File: src/rtl/ipv4fht_pkg.sv
// Shared types and constants for the IPv4 fragment hole tracker.
package ipv4fht_pkg;

	localparam int POS_W = 9;

	localparam logic [2:0] ST_OK        = 3'd0;
	localparam logic [2:0] ST_MALFORMED = 3'd1;
	localparam logic [2:0] ST_DUPLICATE = 3'd2;
	localparam logic [2:0] ST_LEFT      = 3'd3;
	localparam logic [2:0] ST_RIGHT     = 3'd4;
	localparam logic [2:0] ST_BOTH      = 3'd5;
	localparam logic [2:0] ST_UNUSED    = 3'd6;

	localparam logic [19:0] RECEIVED_MAX = 20'hFFFFF;
	localparam logic [15:0] COUNT_MAX    = 16'hFFFF;
	localparam logic [23:0] CAPTURE_MAX  = 24'hFFFFFF;

	typedef struct packed {
		logic [15:0] lo;
		logic [15:0] hi;
	} hole_t;

	typedef enum logic [2:0] {
		HOP_NONE,
		HOP_CLEAR,
		HOP_WRITE,
		HOP_SPLIT,
		HOP_DELETE
	} hole_op_t;

	typedef struct packed {
		hole_op_t         op;
		logic [POS_W-1:0] pos;
		hole_t            wa;
		hole_t            wb;
	} hole_ctl_t;

endpackage

File: src/rtl/ipv4fht_hole_cell.sv
// One hole table entry; shifts to and from its neighbors on split and delete.
module ipv4fht_hole_cell #(
	parameter int IDX = 0,
	parameter int MAX_DATAGRAM = 65535
) (
	input  logic                  clk,
	input  logic                  arst_n,
	input  ipv4fht_pkg::hole_ctl_t ctl,
	input  ipv4fht_pkg::hole_t    prev,
	input  ipv4fht_pkg::hole_t    next,
	output ipv4fht_pkg::hole_t    entry
);
	import ipv4fht_pkg::*;

	localparam logic [POS_W-1:0] MY_POS = POS_W'(IDX);

	hole_t entry_q;
	hole_t entry_d;

	always_comb begin
		entry_d = entry_q;
		case (ctl.op)
			HOP_CLEAR: begin
				if (IDX == 0) begin
					entry_d.lo = '0;
					entry_d.hi = 16'(MAX_DATAGRAM);
				end
			end
			HOP_WRITE: begin
				if (MY_POS == ctl.pos) entry_d = ctl.wa;
			end
			HOP_SPLIT: begin
				if (MY_POS == ctl.pos) entry_d = ctl.wa;
				else if (MY_POS == ctl.pos + POS_W'(1)) entry_d = ctl.wb;
				else if (MY_POS > ctl.pos + POS_W'(1)) entry_d = prev;
			end
			HOP_DELETE: begin
				if (MY_POS >= ctl.pos) entry_d = next;
			end
			default: entry_d = entry_q;
		endcase
	end

	always_ff @(posedge clk or negedge arst_n) begin
		if (!arst_n) begin
			entry_q.lo <= '0;
			entry_q.hi <= (IDX == 0) ? 16'(MAX_DATAGRAM) : '0;
		end else begin
			entry_q <= entry_d;
		end
	end

	assign entry = entry_q;

endmodule

File: src/rtl/ipv4_fragment_hole_tracker_top.sv
// Top level of the IPv4 fragment hole tracker.
// Usage: one input item per fragment header (command 0) or datagram clear
// (command 1), on a valid/ready channel. Each item gives exactly one result
// item on the output valid/ready channel: status, complete flag and counters.
// Steps: a clear or a fragment failing the length checks goes from the
// idle state to the done state, then its result is loaded. A valid fragment
// is checked in the idle state, scans the offset table (one entry a cycle),
// walks the hole table (one hole visited a cycle, plus a step to end it),
// then loads the result into the output register.
// The hole table is a row of cells that shift entries toward or away from
// their neighbors when a hole is split or removed.
// A new item is taken while the previous result still waits in the output
// register; if the receiver stalls, the finished item waits in the last
// state until the output register frees up.
// Reset: asynchronous, restores one hole spanning the whole datagram, an
// empty offset table and zero counters.
module ipv4_fragment_hole_tracker_top #(
	parameter int MAX_FRAGMENTS = 32,
	parameter int MAX_HOLES = 16,
	parameter int MAX_DATAGRAM = 65535
) (
	input  logic        clk,
	input  logic        arst_n,
	input  logic        in_valid,
	output logic        in_ready,
	input  logic        command,
	input  logic [3:0]  header_words,
	input  logic [15:0] total_length,
	input  logic [12:0] offset_units,
	input  logic        more_fragments,
	input  logic [15:0] captured_length,
	input  logic [15:0] packet_capture_length,
	output logic        out_valid,
	input  logic        out_ready,
	output logic [2:0]  status,
	output logic        complete,
	output logic [15:0] datagram_extent,
	output logic [19:0] received_bytes,
	output logic [15:0] fragment_count,
	output logic [23:0] capture_total
);
	import ipv4fht_pkg::*;

	localparam int FW = $clog2(MAX_FRAGMENTS);
	localparam int CW = $clog2(MAX_HOLES + 1);
	localparam int IW = CW + 1;
	localparam int PW = (MAX_HOLES > 1) ? $clog2(MAX_HOLES) : 1;
	localparam logic [FW-1:0] SCAN_LAST = FW'(MAX_FRAGMENTS - 2);
	localparam logic [FW-1:0] SLOT_LAST = FW'(MAX_FRAGMENTS - 1);

	typedef enum logic [3:0] {
		S_IDLE = 4'b0001,
		S_SCAN = 4'b0010,
		S_WALK = 4'b0100,
		S_DONE = 4'b1000
	} state_t;

	state_t state_q;

	logic              used_q [MAX_FRAGMENTS];
	logic [15:0]       offv_q [MAX_FRAGMENTS];
	logic [FW-1:0]     scan_q;
	logic [CW-1:0]     hcnt_q;
	logic [IW-1:0]     hidx_q;
	logic [15:0]       loff_q, plen_q, roff_q;
	logic              mf_q, unused_q;
	logic [2:0]        ovl_q, res_q;
	logic [15:0]       extent_q, count_q;
	logic [19:0]       recv_q;
	logic [23:0]       capt_q;
	logic              ov_q;
	logic [2:0]        st_q;
	logic              cmp_q;
	logic [15:0]       ext_out_q, cnt_out_q;
	logic [19:0]       rcv_out_q;
	logic [23:0]       cap_out_q;

	hole_ctl_t ctl;
	hole_t     holes [MAX_HOLES];
	hole_t     cur;

	genvar g;
	generate
		for (g = 0; g < MAX_HOLES; g++) begin : g_cell
			ipv4fht_hole_cell #(.IDX(g), .MAX_DATAGRAM(MAX_DATAGRAM)) u_cell (
				.clk   (clk),
				.arst_n(arst_n),
				.ctl   (ctl),
				.prev  (holes[(g == 0) ? 0 : g - 1]),
				.next  (holes[(g == MAX_HOLES - 1) ? g : g + 1]),
				.entry (holes[g])
			);
		end
	endgenerate

	// length checks on the input item
	logic [5:0]  hl;
	logic [15:0] plen_in;
	logic [16:0] end_in;
	logic [15:0] off_in;
	logic        bad_in;

	always_comb begin
		hl      = {header_words, 2'b00};
		off_in  = {offset_units, 3'b000};
		plen_in = total_length - 16'(hl);
		end_in  = {1'b0, off_in} + {1'b0, plen_in};
		bad_in  = (hl < 6'd20) || (16'(hl) > captured_length) ||
			(total_length < 16'(hl)) || (total_length > captured_length) ||
			(end_in > 17'(MAX_DATAGRAM));
	end

	// offset scan
	logic          scan_stop;
	logic [FW-1:0] slot;
	logic          scan_fin;
	logic [20:0]   recv_sum;

	always_comb begin
		scan_stop = !used_q[scan_q] || (offv_q[scan_q] == loff_q);
		slot      = scan_stop ? scan_q : SLOT_LAST;
		scan_fin  = scan_stop || (scan_q == SCAN_LAST);
		recv_sum  = {1'b0, recv_q} + 21'(plen_q);
	end

	// hole walk step
	logic          in_range;
	logic [PW-1:0] hsel;
	logic [POS_W-1:0] hpos;

	always_comb begin
		in_range = (hidx_q < IW'(hcnt_q)) && (hidx_q < IW'(MAX_HOLES));
		hsel     = hidx_q[PW-1:0];
		cur      = holes[hsel];
		hpos     = POS_W'(hidx_q);
	end

	logic [16:0] cnt_sum;
	logic [24:0] cap_sum;
	assign cap_sum = {1'b0, capt_q} + 25'(packet_capture_length);

	assign in_ready = (state_q == S_IDLE);
	wire accept = in_valid && in_ready;

	logic done_fire;
	assign done_fire = (state_q == S_DONE) && (!ov_q || out_ready);

	always_comb begin
		ctl.op  = HOP_NONE;
		ctl.pos = hpos;
		ctl.wa  = cur;
		ctl.wb  = cur;
		if (accept && command) begin
			ctl.op = HOP_CLEAR;
		end else if (state_q == S_WALK && in_range && !(cur.hi < loff_q) &&
				!(cur.lo > roff_q)) begin
			if (cur.lo < loff_q) begin
				ctl.wa.hi = loff_q - 16'd1;
				if (mf_q && cur.hi > roff_q) begin
					ctl.wb.lo = roff_q;
					ctl.op    = (IW'(hcnt_q) >= IW'(MAX_HOLES)) ? HOP_NONE : HOP_SPLIT;
				end else begin
					ctl.op = HOP_WRITE;
				end
			end else if (mf_q && cur.hi > roff_q) begin
				ctl.wa.lo = roff_q;
				ctl.op    = HOP_WRITE;
			end else begin
				ctl.op = HOP_DELETE;
			end
		end
	end

	assign cnt_sum = 17'(count_q) + 17'd1;

	always_ff @(posedge clk or negedge arst_n) begin
		if (!arst_n) begin
			state_q  <= S_IDLE;
			for (int k = 0; k < MAX_FRAGMENTS; k++) used_q[k] <= 1'b0;
			scan_q   <= '0;
			hcnt_q   <= CW'(1);
			hidx_q   <= '0;
			unused_q <= 1'b1;
			ovl_q    <= ST_OK;
			res_q    <= ST_OK;
			extent_q <= '0;
			count_q  <= '0;
			recv_q   <= '0;
			capt_q   <= '0;
			ov_q     <= 1'b0;
		end else begin
			if (done_fire) ov_q <= 1'b1;
			else if (out_valid && out_ready) ov_q <= 1'b0;
			case (state_q)
				S_IDLE: begin
					if (accept) begin
						if (command) begin
							for (int k = 0; k < MAX_FRAGMENTS; k++) used_q[k] <= 1'b0;
							hcnt_q   <= CW'(1);
							extent_q <= '0;
							count_q  <= '0;
							recv_q   <= '0;
							capt_q   <= '0;
							res_q    <= ST_OK;
							state_q  <= S_DONE;
						end else if (bad_in) begin
							res_q   <= ST_MALFORMED;
							state_q <= S_DONE;
						end else begin
							if (count_q != COUNT_MAX) count_q <= cnt_sum[15:0];
							capt_q <= cap_sum[24] ? CAPTURE_MAX : cap_sum[23:0];
							if (end_in[15:0] > extent_q) extent_q <= end_in[15:0];
							scan_q  <= '0;
							state_q <= S_SCAN;
						end
					end
				end
				S_SCAN: begin
					if (scan_fin) begin
						if (used_q[slot]) begin
							res_q   <= ST_DUPLICATE;
							state_q <= S_DONE;
						end else begin
							used_q[slot] <= 1'b1;
							recv_q   <= recv_sum[20] ? RECEIVED_MAX : recv_sum[19:0];
							hidx_q   <= '0;
							unused_q <= 1'b1;
							ovl_q    <= ST_OK;
							state_q  <= S_WALK;
						end
					end else begin
						scan_q <= scan_q + FW'(1);
					end
				end
				S_WALK: begin
					if (!in_range || (!(cur.hi < loff_q) && cur.lo > roff_q)) begin
						res_q   <= unused_q ? ST_UNUSED : ovl_q;
						state_q <= S_DONE;
					end else if (cur.hi < loff_q) begin
						hidx_q <= hidx_q + IW'(1);
					end else if (cur.lo < loff_q) begin
						if (mf_q && cur.hi > roff_q) begin
							if (IW'(hcnt_q) >= IW'(MAX_HOLES)) begin
								res_q   <= ST_MALFORMED;
								state_q <= S_DONE;
							end else begin
								hcnt_q   <= hcnt_q + CW'(1);
								unused_q <= 1'b0;
								hidx_q   <= hidx_q + IW'(2);
							end
						end else begin
							if (roff_q > cur.hi) ovl_q <= ST_RIGHT;
							unused_q <= 1'b0;
							hidx_q   <= hidx_q + IW'(1);
						end
					end else if (mf_q && cur.hi > roff_q) begin
						if (loff_q < cur.lo) ovl_q <= ST_LEFT;
						unused_q <= 1'b0;
						hidx_q   <= hidx_q + IW'(1);
					end else begin
						if (cur.lo > loff_q && cur.hi < roff_q) ovl_q <= ST_BOTH;
						hcnt_q   <= hcnt_q - CW'(1);
						unused_q <= 1'b0;
					end
				end
				S_DONE: begin
					if (done_fire) state_q <= S_IDLE;
				end
				default: state_q <= S_IDLE;
			endcase
		end
	end

	// payload registers
	always_ff @(posedge clk) begin
		if (accept && !command) begin
			loff_q <= off_in;
			plen_q <= plen_in;
			roff_q <= end_in[15:0];
			mf_q   <= more_fragments;
		end
		if (state_q == S_SCAN && scan_fin && !used_q[slot]) offv_q[slot] <= loff_q;
		if (state_q == S_DONE && (!ov_q || out_ready)) begin
			st_q      <= res_q;
			cmp_q     <= (hcnt_q == '0) && (recv_q >= 20'(extent_q));
			ext_out_q <= extent_q;
			rcv_out_q <= recv_q;
			cnt_out_q <= count_q;
			cap_out_q <= capt_q;
		end
	end

	assign out_valid       = ov_q;
	assign status          = st_q;
	assign complete        = cmp_q;
	assign datagram_extent = ext_out_q;
	assign received_bytes  = rcv_out_q;
	assign fragment_count  = cnt_out_q;
	assign capture_total   = cap_out_q;

endmodule

File: config.mk
export PLATFORM = sky130hd
export DESIGN_NAME = ipv4_fragment_hole_tracker_top
export DESIGN_NICKNAME = d
export VERILOG_FILES = /design/src/rtl/ipv4fht_pkg.sv /design/src/rtl/ipv4fht_hole_cell.sv /design/src/rtl/ipv4_fragment_hole_tracker_top.sv
export SDC_FILE = /design/constraint.sdc
export NUM_CORES = 2
export LEC_CHECK = 0
export BUFFER_PORTS_ARGS = -buffer_cell sky130_fd_sc_hd__buf_4
export CAP_MARGIN = 20
export CELL_PAD_IN_SITES_DETAIL_PLACEMENT = 0
export CELL_PAD_IN_SITES_GLOBAL_PLACEMENT = 1
export CORE_MARGIN = 1
export CORE_UTILIZATION = 28
export DETAILED_ROUTE_END_ITERATION = 10
export GPL_ROUTABILITY_DRIVEN = 1
export PLACE_DENSITY = 0.46
export RECOVER_POWER = 50
export SYNTH_ARGS = -nofsm -noshare
export SYNTH_HDL_FRONTEND = slang
export SYNTH_SLANG_ARGS = --single-unit
File: constraint.sdc
create_clock -name clk -period 16.5 [get_ports clk]
set_clock_uncertainty 0.2 [all_clocks]
set_input_delay 0.825 -clock clk [delete_from_list [all_inputs] [get_ports clk]]
set_output_delay 0.825 -clock clk [all_outputs]
set_load 0.05 [all_outputs]
# Word level (Yosys, flattened, before mapping)

Memory sizes are Yosys's and may differ from the RTL's.
Cells that the tools add are included.
W data, S select, Z words.

Multiplexer cells: 207
Divide/modulo/power cells: 0
Equal/unequal tests: 115
$lt $le $gt $ge: 52
Bitwise operators: 4
Add/sub/neg operators: 12
Shift operators: 0
Reductions and logical operators: 71
Multipliers: 0

Operators with widths:

| kind                 | count |
|---|---|
| $mux W32             | 85 |
| $pmux W32 S3         | 14 |
| $bmux W32 S4         | 1 |
| $mux W16             | 8 |
| $pmux W32 S2         | 2 |
| $pmux W32 S4         | 1 |
| $mux W20             | 5 |
| $gt A16 B16 Y1       | 6 |
| $mux W48             | 2 |
| $mux W3              | 25 |
| $eq A4 B9 Y1 const A | 8 |
| $gt A4 B9 Y1 const A | 8 |
| $mux W24             | 3 |
| $ne A4 B1 Y1 const B | 17 |
| $reduce_and A4 Y1    | 17 |
| $ne A2 B1 Y1 const B | 33 |
| $mux W5              | 13 |
| $lt A16 B16 Y1       | 4 |
| $eq A4 B6 Y1 const A | 8 |
| $mux W6              | 8 |
| $mux W4              | 11 |
| $ge A4 B6 Y1 const A | 7 |
| $pmux W20 S2         | 1 |
| $eq A3 B9 Y1 const A | 4 |
| 74 further kinds     | 170 |

Bits in latches: 0
Flip-flop bits (word level): 774
Memory bits (writable): 416
Logic and storage cells: 548
ROM bits: 0
Input bits: 71
Memories: 1

Memories:

| name   | depth | bits a word | rd ports | clocked after memory_dff | wr ports | RTL line                             | text |
|---|---|---|---|---|---|---|---|
| offv_q | 32    | 13          | 1        | 0                        | 1        | ipv4_fragment_hole_tracker_top.sv:61 | `logic [15:0] offv_q [MAX_FRAGMENTS];` |

# Depth between registers and ports, before layout

Depth in word-level cells: 16
Gate-level depth with buffers: 28
Gate-level depth less buffers: 26

# Modules after synthesis

Synthesis repeated with hierarchy kept, for this count alone.

Cells, all modules: 7598
Area, all modules: 79202.2 um^2

By module, submodules not included:

| module                                 | times used | area each (um^2) | cells an instance |
|---|---|---|---|
| ipv4_fragment_hole_tracker_top         | 1          | 35835.6          | 2520 |
| ipv4fht_hole_cell at g_cell[11].u_cell | 1          | 3201.8           | 355 |
| ipv4fht_hole_cell at g_cell[15].u_cell | 1          | 3110.5           | 410 |
| ipv4fht_hole_cell at g_cell[2].u_cell  | 1          | 3057.9           | 371 |
| ipv4fht_hole_cell at g_cell[8].u_cell  | 1          | 2967.8           | 306 |
| ipv4fht_hole_cell at g_cell[6].u_cell  | 1          | 2849.0           | 329 |
| ipv4fht_hole_cell at g_cell[7].u_cell  | 1          | 2847.7           | 350 |
| ipv4fht_hole_cell at g_cell[14].u_cell | 1          | 2827.7           | 300 |
| ipv4fht_hole_cell at g_cell[13].u_cell | 1          | 2788.9           | 390 |
| ipv4fht_hole_cell at g_cell[12].u_cell | 1          | 2787.7           | 329 |
| ipv4fht_hole_cell at g_cell[0].u_cell  | 1          | 2711.4           | 314 |
| ipv4fht_hole_cell at g_cell[10].u_cell | 1          | 2595.0           | 325 |
| ipv4fht_hole_cell at g_cell[3].u_cell  | 1          | 2386.0           | 244 |
| ipv4fht_hole_cell at g_cell[1].u_cell  | 1          | 2334.7           | 278 |
| 3 more rows                            | n/a        | n/a              | n/a |

# Worst setup path after synthesis

OpenSTA, ideal clock, no wires.

Kind: register to register
Start: register hidx_q[1]
End: register g_cell[10].u_cell.entry_q, in the netlist g_cell[10].u_cell.entry[10]
Clock period less this slack: 6.867 ns
Required time: 16.175 ns
Data arrival time: 6.542 ns
Path buffers: 8
Setup time: 0.125 ns
Cell stages (with the launch flop): 25
Slack: 9.633 ns
Cells stage by stage: dfrtp_1 > buf_2 > buf_2 > buf_2 > buf_2 > clkbuf_1 > buf_2 > mux4_2 > nor2_1 > nor2_1 > o21ai_1 > clkbuf_1 > inv_1 > ha_1 > o21a_1 > o21ai_0 > a21oi_1 > o31ai_1 > a2111oi_0 > nand4_1 > a311oi_1 > nor3_1 > o21ai_1 > clkbuf_1 > mux2_2

Cells in the longest elaborated chain, start to end: 13
Elaborated cells between the ends (all ways): 42
Those cells by class: 1 x add/sub; 8 x order compare; 8 x eq/ne; 15 x mux; 1 x bitwise; 9 x reduce/logical

Ends and longest elaborated chain:

| item                                                           | RTL line                                                                                                            | text |
|---|---|---|
| start, declared                                                | ipv4_fragment_hole_tracker_top.sv:64                                                                                | `logic [IW-1:0] hidx_q;` |
| start signal, assigned                                         | ipv4_fragment_hole_tracker_top.sv:240                                                                               | `hidx_q <= hidx_q + IW'(1);` |
| start signal, assigned                                         | ipv4_fragment_hole_tracker_top.sv:249                                                                               | `hidx_q <= hidx_q + IW'(2);` |
| start signal, assigned                                         | ipv4_fragment_hole_tracker_top.sv:254                                                                               | `hidx_q <= hidx_q + IW'(1);` |
| $not A4 Y5 (implied by the code)                               | ipv4_fragment_hole_tracker_top.sv:134                                                                               | `cur = holes[hsel];` |
| $bmux W32 S4                                                   | ipv4_fragment_hole_tracker_top.sv:134                                                                               |  |
| $mux W32 (implied by the code) (2 in series)                   | ipv4_fragment_hole_tracker_top.sv:134                                                                               |  |
| $gt A16 B16 Y1 / $lt A16 B16 Y1 (equally long branches)        | ipv4_fragment_hole_tracker_top.sv:159, ipv4_fragment_hole_tracker_top.sv:165, ipv4_fragment_hole_tracker_top.sv:155 |  |
| $logic_and A1 B1 Y1 / $logic_not A1 Y1 (equally long branches) | ipv4_fragment_hole_tracker_top.sv:159, ipv4_fragment_hole_tracker_top.sv:165, ipv4_fragment_hole_tracker_top.sv:155 |  |
| $mux W2, or another cell as far along                          | ipv4_fragment_hole_tracker_top.sv:159                                                                               | `if (mf_q && cur.hi > roff_q) begin` |
| $mux W3 / $logic_and A1 B1 Y1 (equally long branches)          | ipv4_fragment_hole_tracker_top.sv:157, ipv4_fragment_hole_tracker_top.sv:155                                        |  |
| $mux W3                                                        | ipv4_fragment_hole_tracker_top.sv:155                                                                               | `end else if (state_q == S_WALK && in_range && !(cur.hi < loff_q) &&` |
| $mux W3                                                        | ipv4_fragment_hole_tracker_top.sv:153                                                                               | `if (accept && command) begin` |
| $eq A3 B2 Y1 / $eq A3 B3 Y1 (equally long branches)            | ipv4fht_hole_cell.sv:22                                                                                             | `case (ctl.op)` |
| $ne A4 B1 Y1 (no source line), or another cell as far along    | n/a                                                                                                                 |  |
| $reduce_and A4 Y1 (no source line)                             | n/a                                                                                                                 |  |
| end signal, assigned                                           | ipv4fht_hole_cell.sv:49                                                                                             | `entry_q <= entry_d;` |
| end, declared                                                  | ipv4fht_hole_cell.sv:17                                                                                             | `hole_t entry_q;` |

Several ways; a longest one is shown, not always the timed one. The select of a mux whose other input is x is not followed.
A chain may end at the register's enable or synchronous reset.

==> run_results.csv <==
group,metric,value,unit
outcome,outcome,"finished, violations left",
outcome,violations,"max-capacitance violations, max-slew violations",
power,pwr-share-comb,43.8,%
detailed_routing,first_pass_iters,6,
synthesis,synthesis.area,70300,µm²
synthesis,synth_cell_types,90,
layout,multiInputGateArea,35200,µm²
timing,worst_slew_pin_slew,5.51,ns
synthesis,synth-seq-cells,1187,
layout,ff_latch_area,32400,µm²
synthesis,synth_nets,7303,
clock_network,root_buffer,"clkbuf_16",
detailed_routing,vias,60426,
clock_network,clock_path_buffers,3,
flow_run,maxCapViolations,23,
layout,final_cell_mix,"nor2_1 (737), a21oi_1 (672), dfrtp_1 (624)",
clock_network,cts_resized,0,
placement,io_buffers,152,
worst_setup_path,cp-endpoint,"g_cell[7].u_cell.entry[11]",
synthesis,ys_seq_area_share,46.1,%
timing,rsz0062_at_grt,"false",
layout,final_nets,7261,
floorplanning,fp.dieW,503,µm
timing,slew-limit-headroom,-267,%
floorplanning,die-area,253000,µm²
floorplanning,floorplan.initialDensity,28.2,%
placement,dpl_cell_area,75600,µm²
detailed_routing,drt-total-wl,332,mm
power,p_per_area,170,nW/µm²
floorplanning,core.rowCount,183,
timing,final-max-slew-violation-count,965,
timing,fin_tns_setup,0,ns
clock_network,clkLatencyLatePin,0.86,ns
synthesis,synth_edf_count,539,
placement,place_hpwl,199,mm
worst_setup_path,crit_fanout,83,
timing,min_period,10.81,ns
synthesis,avgSynthCellArea,9.98,µm²
synthesis,synth_async_sr_flop_share,54.6,%
floorplanning,ioPinCount,153,
detailed_routing,drc,0,
placement,routabilityCongestion,0.867,
layout,finish.instance_area,80400,µm²
detailed_routing,wl_per_cell,31.7,µm
worst_setup_path,startpoint_type,"input port",
timing,hold_violations,0,
floorplanning,core,249000,µm²
worst_setup_path,worstPathRequired,17.12,ns
worst_setup_path,reg2reg_slack,6.65,ns
floorplanning,die_y,503,µm
hold_path,hold_path.class,"in -> reg",
clock_network,clock_sinks,1187,
power,pwr-share-seq,31.0,%
layout,syn_to_final_growth,14.4,%
synthesis,yosys_warnings,0,
global_routing,grt_antenna_before_repair,12,
worst_setup_path,reg2reg_depth,17,
layout,final_layout_size_suffix_gt1_share,13.9,%
clock_network,h-tree-depth,4,
worst_setup_path,critPathCaptureType,"asynchronous set/reset pin",
synthesis,synth_cells,7048,
worst_setup_path,rr_startpoint,"hidx_q[1]",
power,clockPowerShare,25.2,%
global_routing,grt_pass1_vias,58960,
timing,finalSetupViolCount,0,
worst_setup_path,arrival,11.43,ns
detailed_routing,drt-vias-per-instance,5.77,
clock_network,cts_buffers,154,
global_routing,grt_pass1_wl,467,mm
power,peakVddDrop,0.000124,V
global_routing,track_usage,25.8,%
clock_network,cts_tree,"built",
power,intPower,7.69,mW
layout,nFillCells,25772,
timing,fin_crit_sh,65.5,%
worst_setup_path,r2r_end,"g_cell[3].u_cell.entry[4]",
layout,final_common_cell,"nor2_1",
synthesis,ys.flop_type,"dfrtp_1",
power,switching_share,43.7,%
global_routing,grt_max_degree,176,
detailed_routing,first_iter_violations,5722,
worst_setup_path,startpoint,"arst_n",
clock_network,clk_pin_slew,0.06,ns
power,leakagePower,30.0,nW
power,switchingPower,5.96,mW
timing,clock.fmax,0.0925,GHz
clock_network,cts_hold_buf,17,
clock_network,post_cts_buffers,0,
worst_setup_path,crit_type,"in -> async",
global_routing,grt_overflow,0,
detailed_routing,antenna_left,0,
-- power by group through the flow --
stage	Combinational, mW	Clock [mW]	Sequential [mW]
3_3_place_gp	5.87	0	4.29
5_1_grt	6.43	3.65	4.29
4_1_cts	5.94	3.54	4.22
2_1_floorplan	3.88	0	4.07
6_report	5.98	3.45	4.23
3_5_place_dp	5.91	0	4.27
-- layout make-up --
| class | count | share of cell area [%] |
|---|---|---|
| Inverter | 194 | 0.907 |
| Multi-Input combinational cell | 5049 | 43.7 |
| Antenna cell | 4 | 0.0124 |
| Clock buffer | 220 | 5.29 |
| Clock inverter | 63 | 1.03 |
| Timing Repair Buffer | 420 | 3.52 |
| Tap cell | 3330 | 5.18 |
| Sequential cell | 1187 | 40.3 |
-- worst max-delay path, stage by stage --
cell	delay [ns]
dlygate4sd3_1	0.52
clkbuf_1	3.77
clkbuf_1	1.92
clkbuf_1	2.96
buf_4	1.06
-- through the flow --
| step | util, % | std cells | power [mW] | setup slack, ns | hold slack [ns] |
|---|---|---|---|---|---|
| after floorplan | - | 7048 | 7.95 | 9.63 | 0.221 |
| after global placement | 30.3 | 10149 | 10.2 | 6.90 | 0.237 |
| after detailed placement | 30.4 | 10159 | 10.2 | 6.76 | 0.231 |
| after CTS | 32.5 | 10459 | 13.7 | 6.70 | 0.00405 |
| after global routing | 32.3 | 10465 | 14.4 | 4.41 | 0.133 |
| final | 32.3 | 10467 | 13.7 | 5.69 | 0.162 |
-- how the worst min path moves through the flow --
stage                                         from             endpoint  slack, ns  depth (start not counted)
after CTS                          offset_units[2]            loff_q[5]      0.004                          1
after detailed placement               count_q[15]   fragment_count[15]       0.23                          0
after global routing              total_length[13]           plen_q[13]       0.13                          2
after floorplan                           res_q[0]            status[0]       0.22                          0
after global placement                extent_q[11]  datagram_extent[11]       0.24                          0
final                     packet_capture_length[0]            capt_q[0]       0.16                          4
-- cells in the mapped netlist, types with 49 or more instances --
library cell | n | area, µm²
nor2_1 | 754 | 2830
a31oi_1 | 185 | 1160
a211oi_1 | 382 | 2870
mux4_2 | 230 | 5180
nor2b_1 | 79 | 494
clkbuf_1 | 473 | 1780
a21o_1 | 89 | 668
mux2_2 | 113 | 1270
inv_1 | 193 | 724
o211ai_1 | 51 | 383
o21ai_0 | 589 | 2950
nor3_1 | 89 | 445
nand2_1 | 564 | 2120
dfrtp_1 | 629 | 15700
edfxtp_1 | 539 | 16200
buf_2 | 68 | 340
nand3_1 | 72 | 360
a21oi_1 | 674 | 3370
buf_1 | 55 | 206
ha_1 | 179 | 2240
xnor2_1 | 49 | 429
and3_1 | 87 | 544
a221oi_1 | 73 | 639
mux2i_1 | 200 | 2000
a22oi_1 | 52 | 390
-- per-layer routing --
| metal | GRT usage (%) | vias to the layer above | part of all wire (%) |
|---|---|---|---|
| met1 | 35.5 | 31047 | 45 |
| met4 | 9.01 | 6 | 3.7 |
| li1 | - | 26409 | - |
| met5 | 0 | - | 0.013 |
| met3 | 4.22 | 563 | 6.4 |
| met2 | 40.6 | 2401 | 45 |
-- kinds of logic (layout without fill, tap and decap cells) --
| group | Yosys count | in the layout | share of synthesized area, % |
|---|---|---|---|
| XOR/XNOR | 75 | 75 | 0.934 |
| AO/OA/AOI/OAI | 2413 | 2413 | 21.5 |
| flip-flops | 1187 | 1187 | 46.1 |
| buffers and inverters | 812 | 897 | 4.63 |
| adder cells (fa/ha/maj) | 184 | 184 | 3.33 |
| multiplexers | 543 | 543 | 12.0 |
| other | 0 | 4 | 0 |
| AND/OR/NAND/NOR | 1834 | 1834 | 11.5 |
-- sequential cells by signal (all words and copies together) (netlist names), 20 cells and up --
| name | flops |
|---|---|
| g_cell.u_cell.entry | 512 |
| offv_q | 416 |
| used_q | 32 |
| capt_q | 24 |
| capture_total | 24 |
| received_bytes | 20 |
| recv_q | 20 |
(Power assumes the default switching activity.)
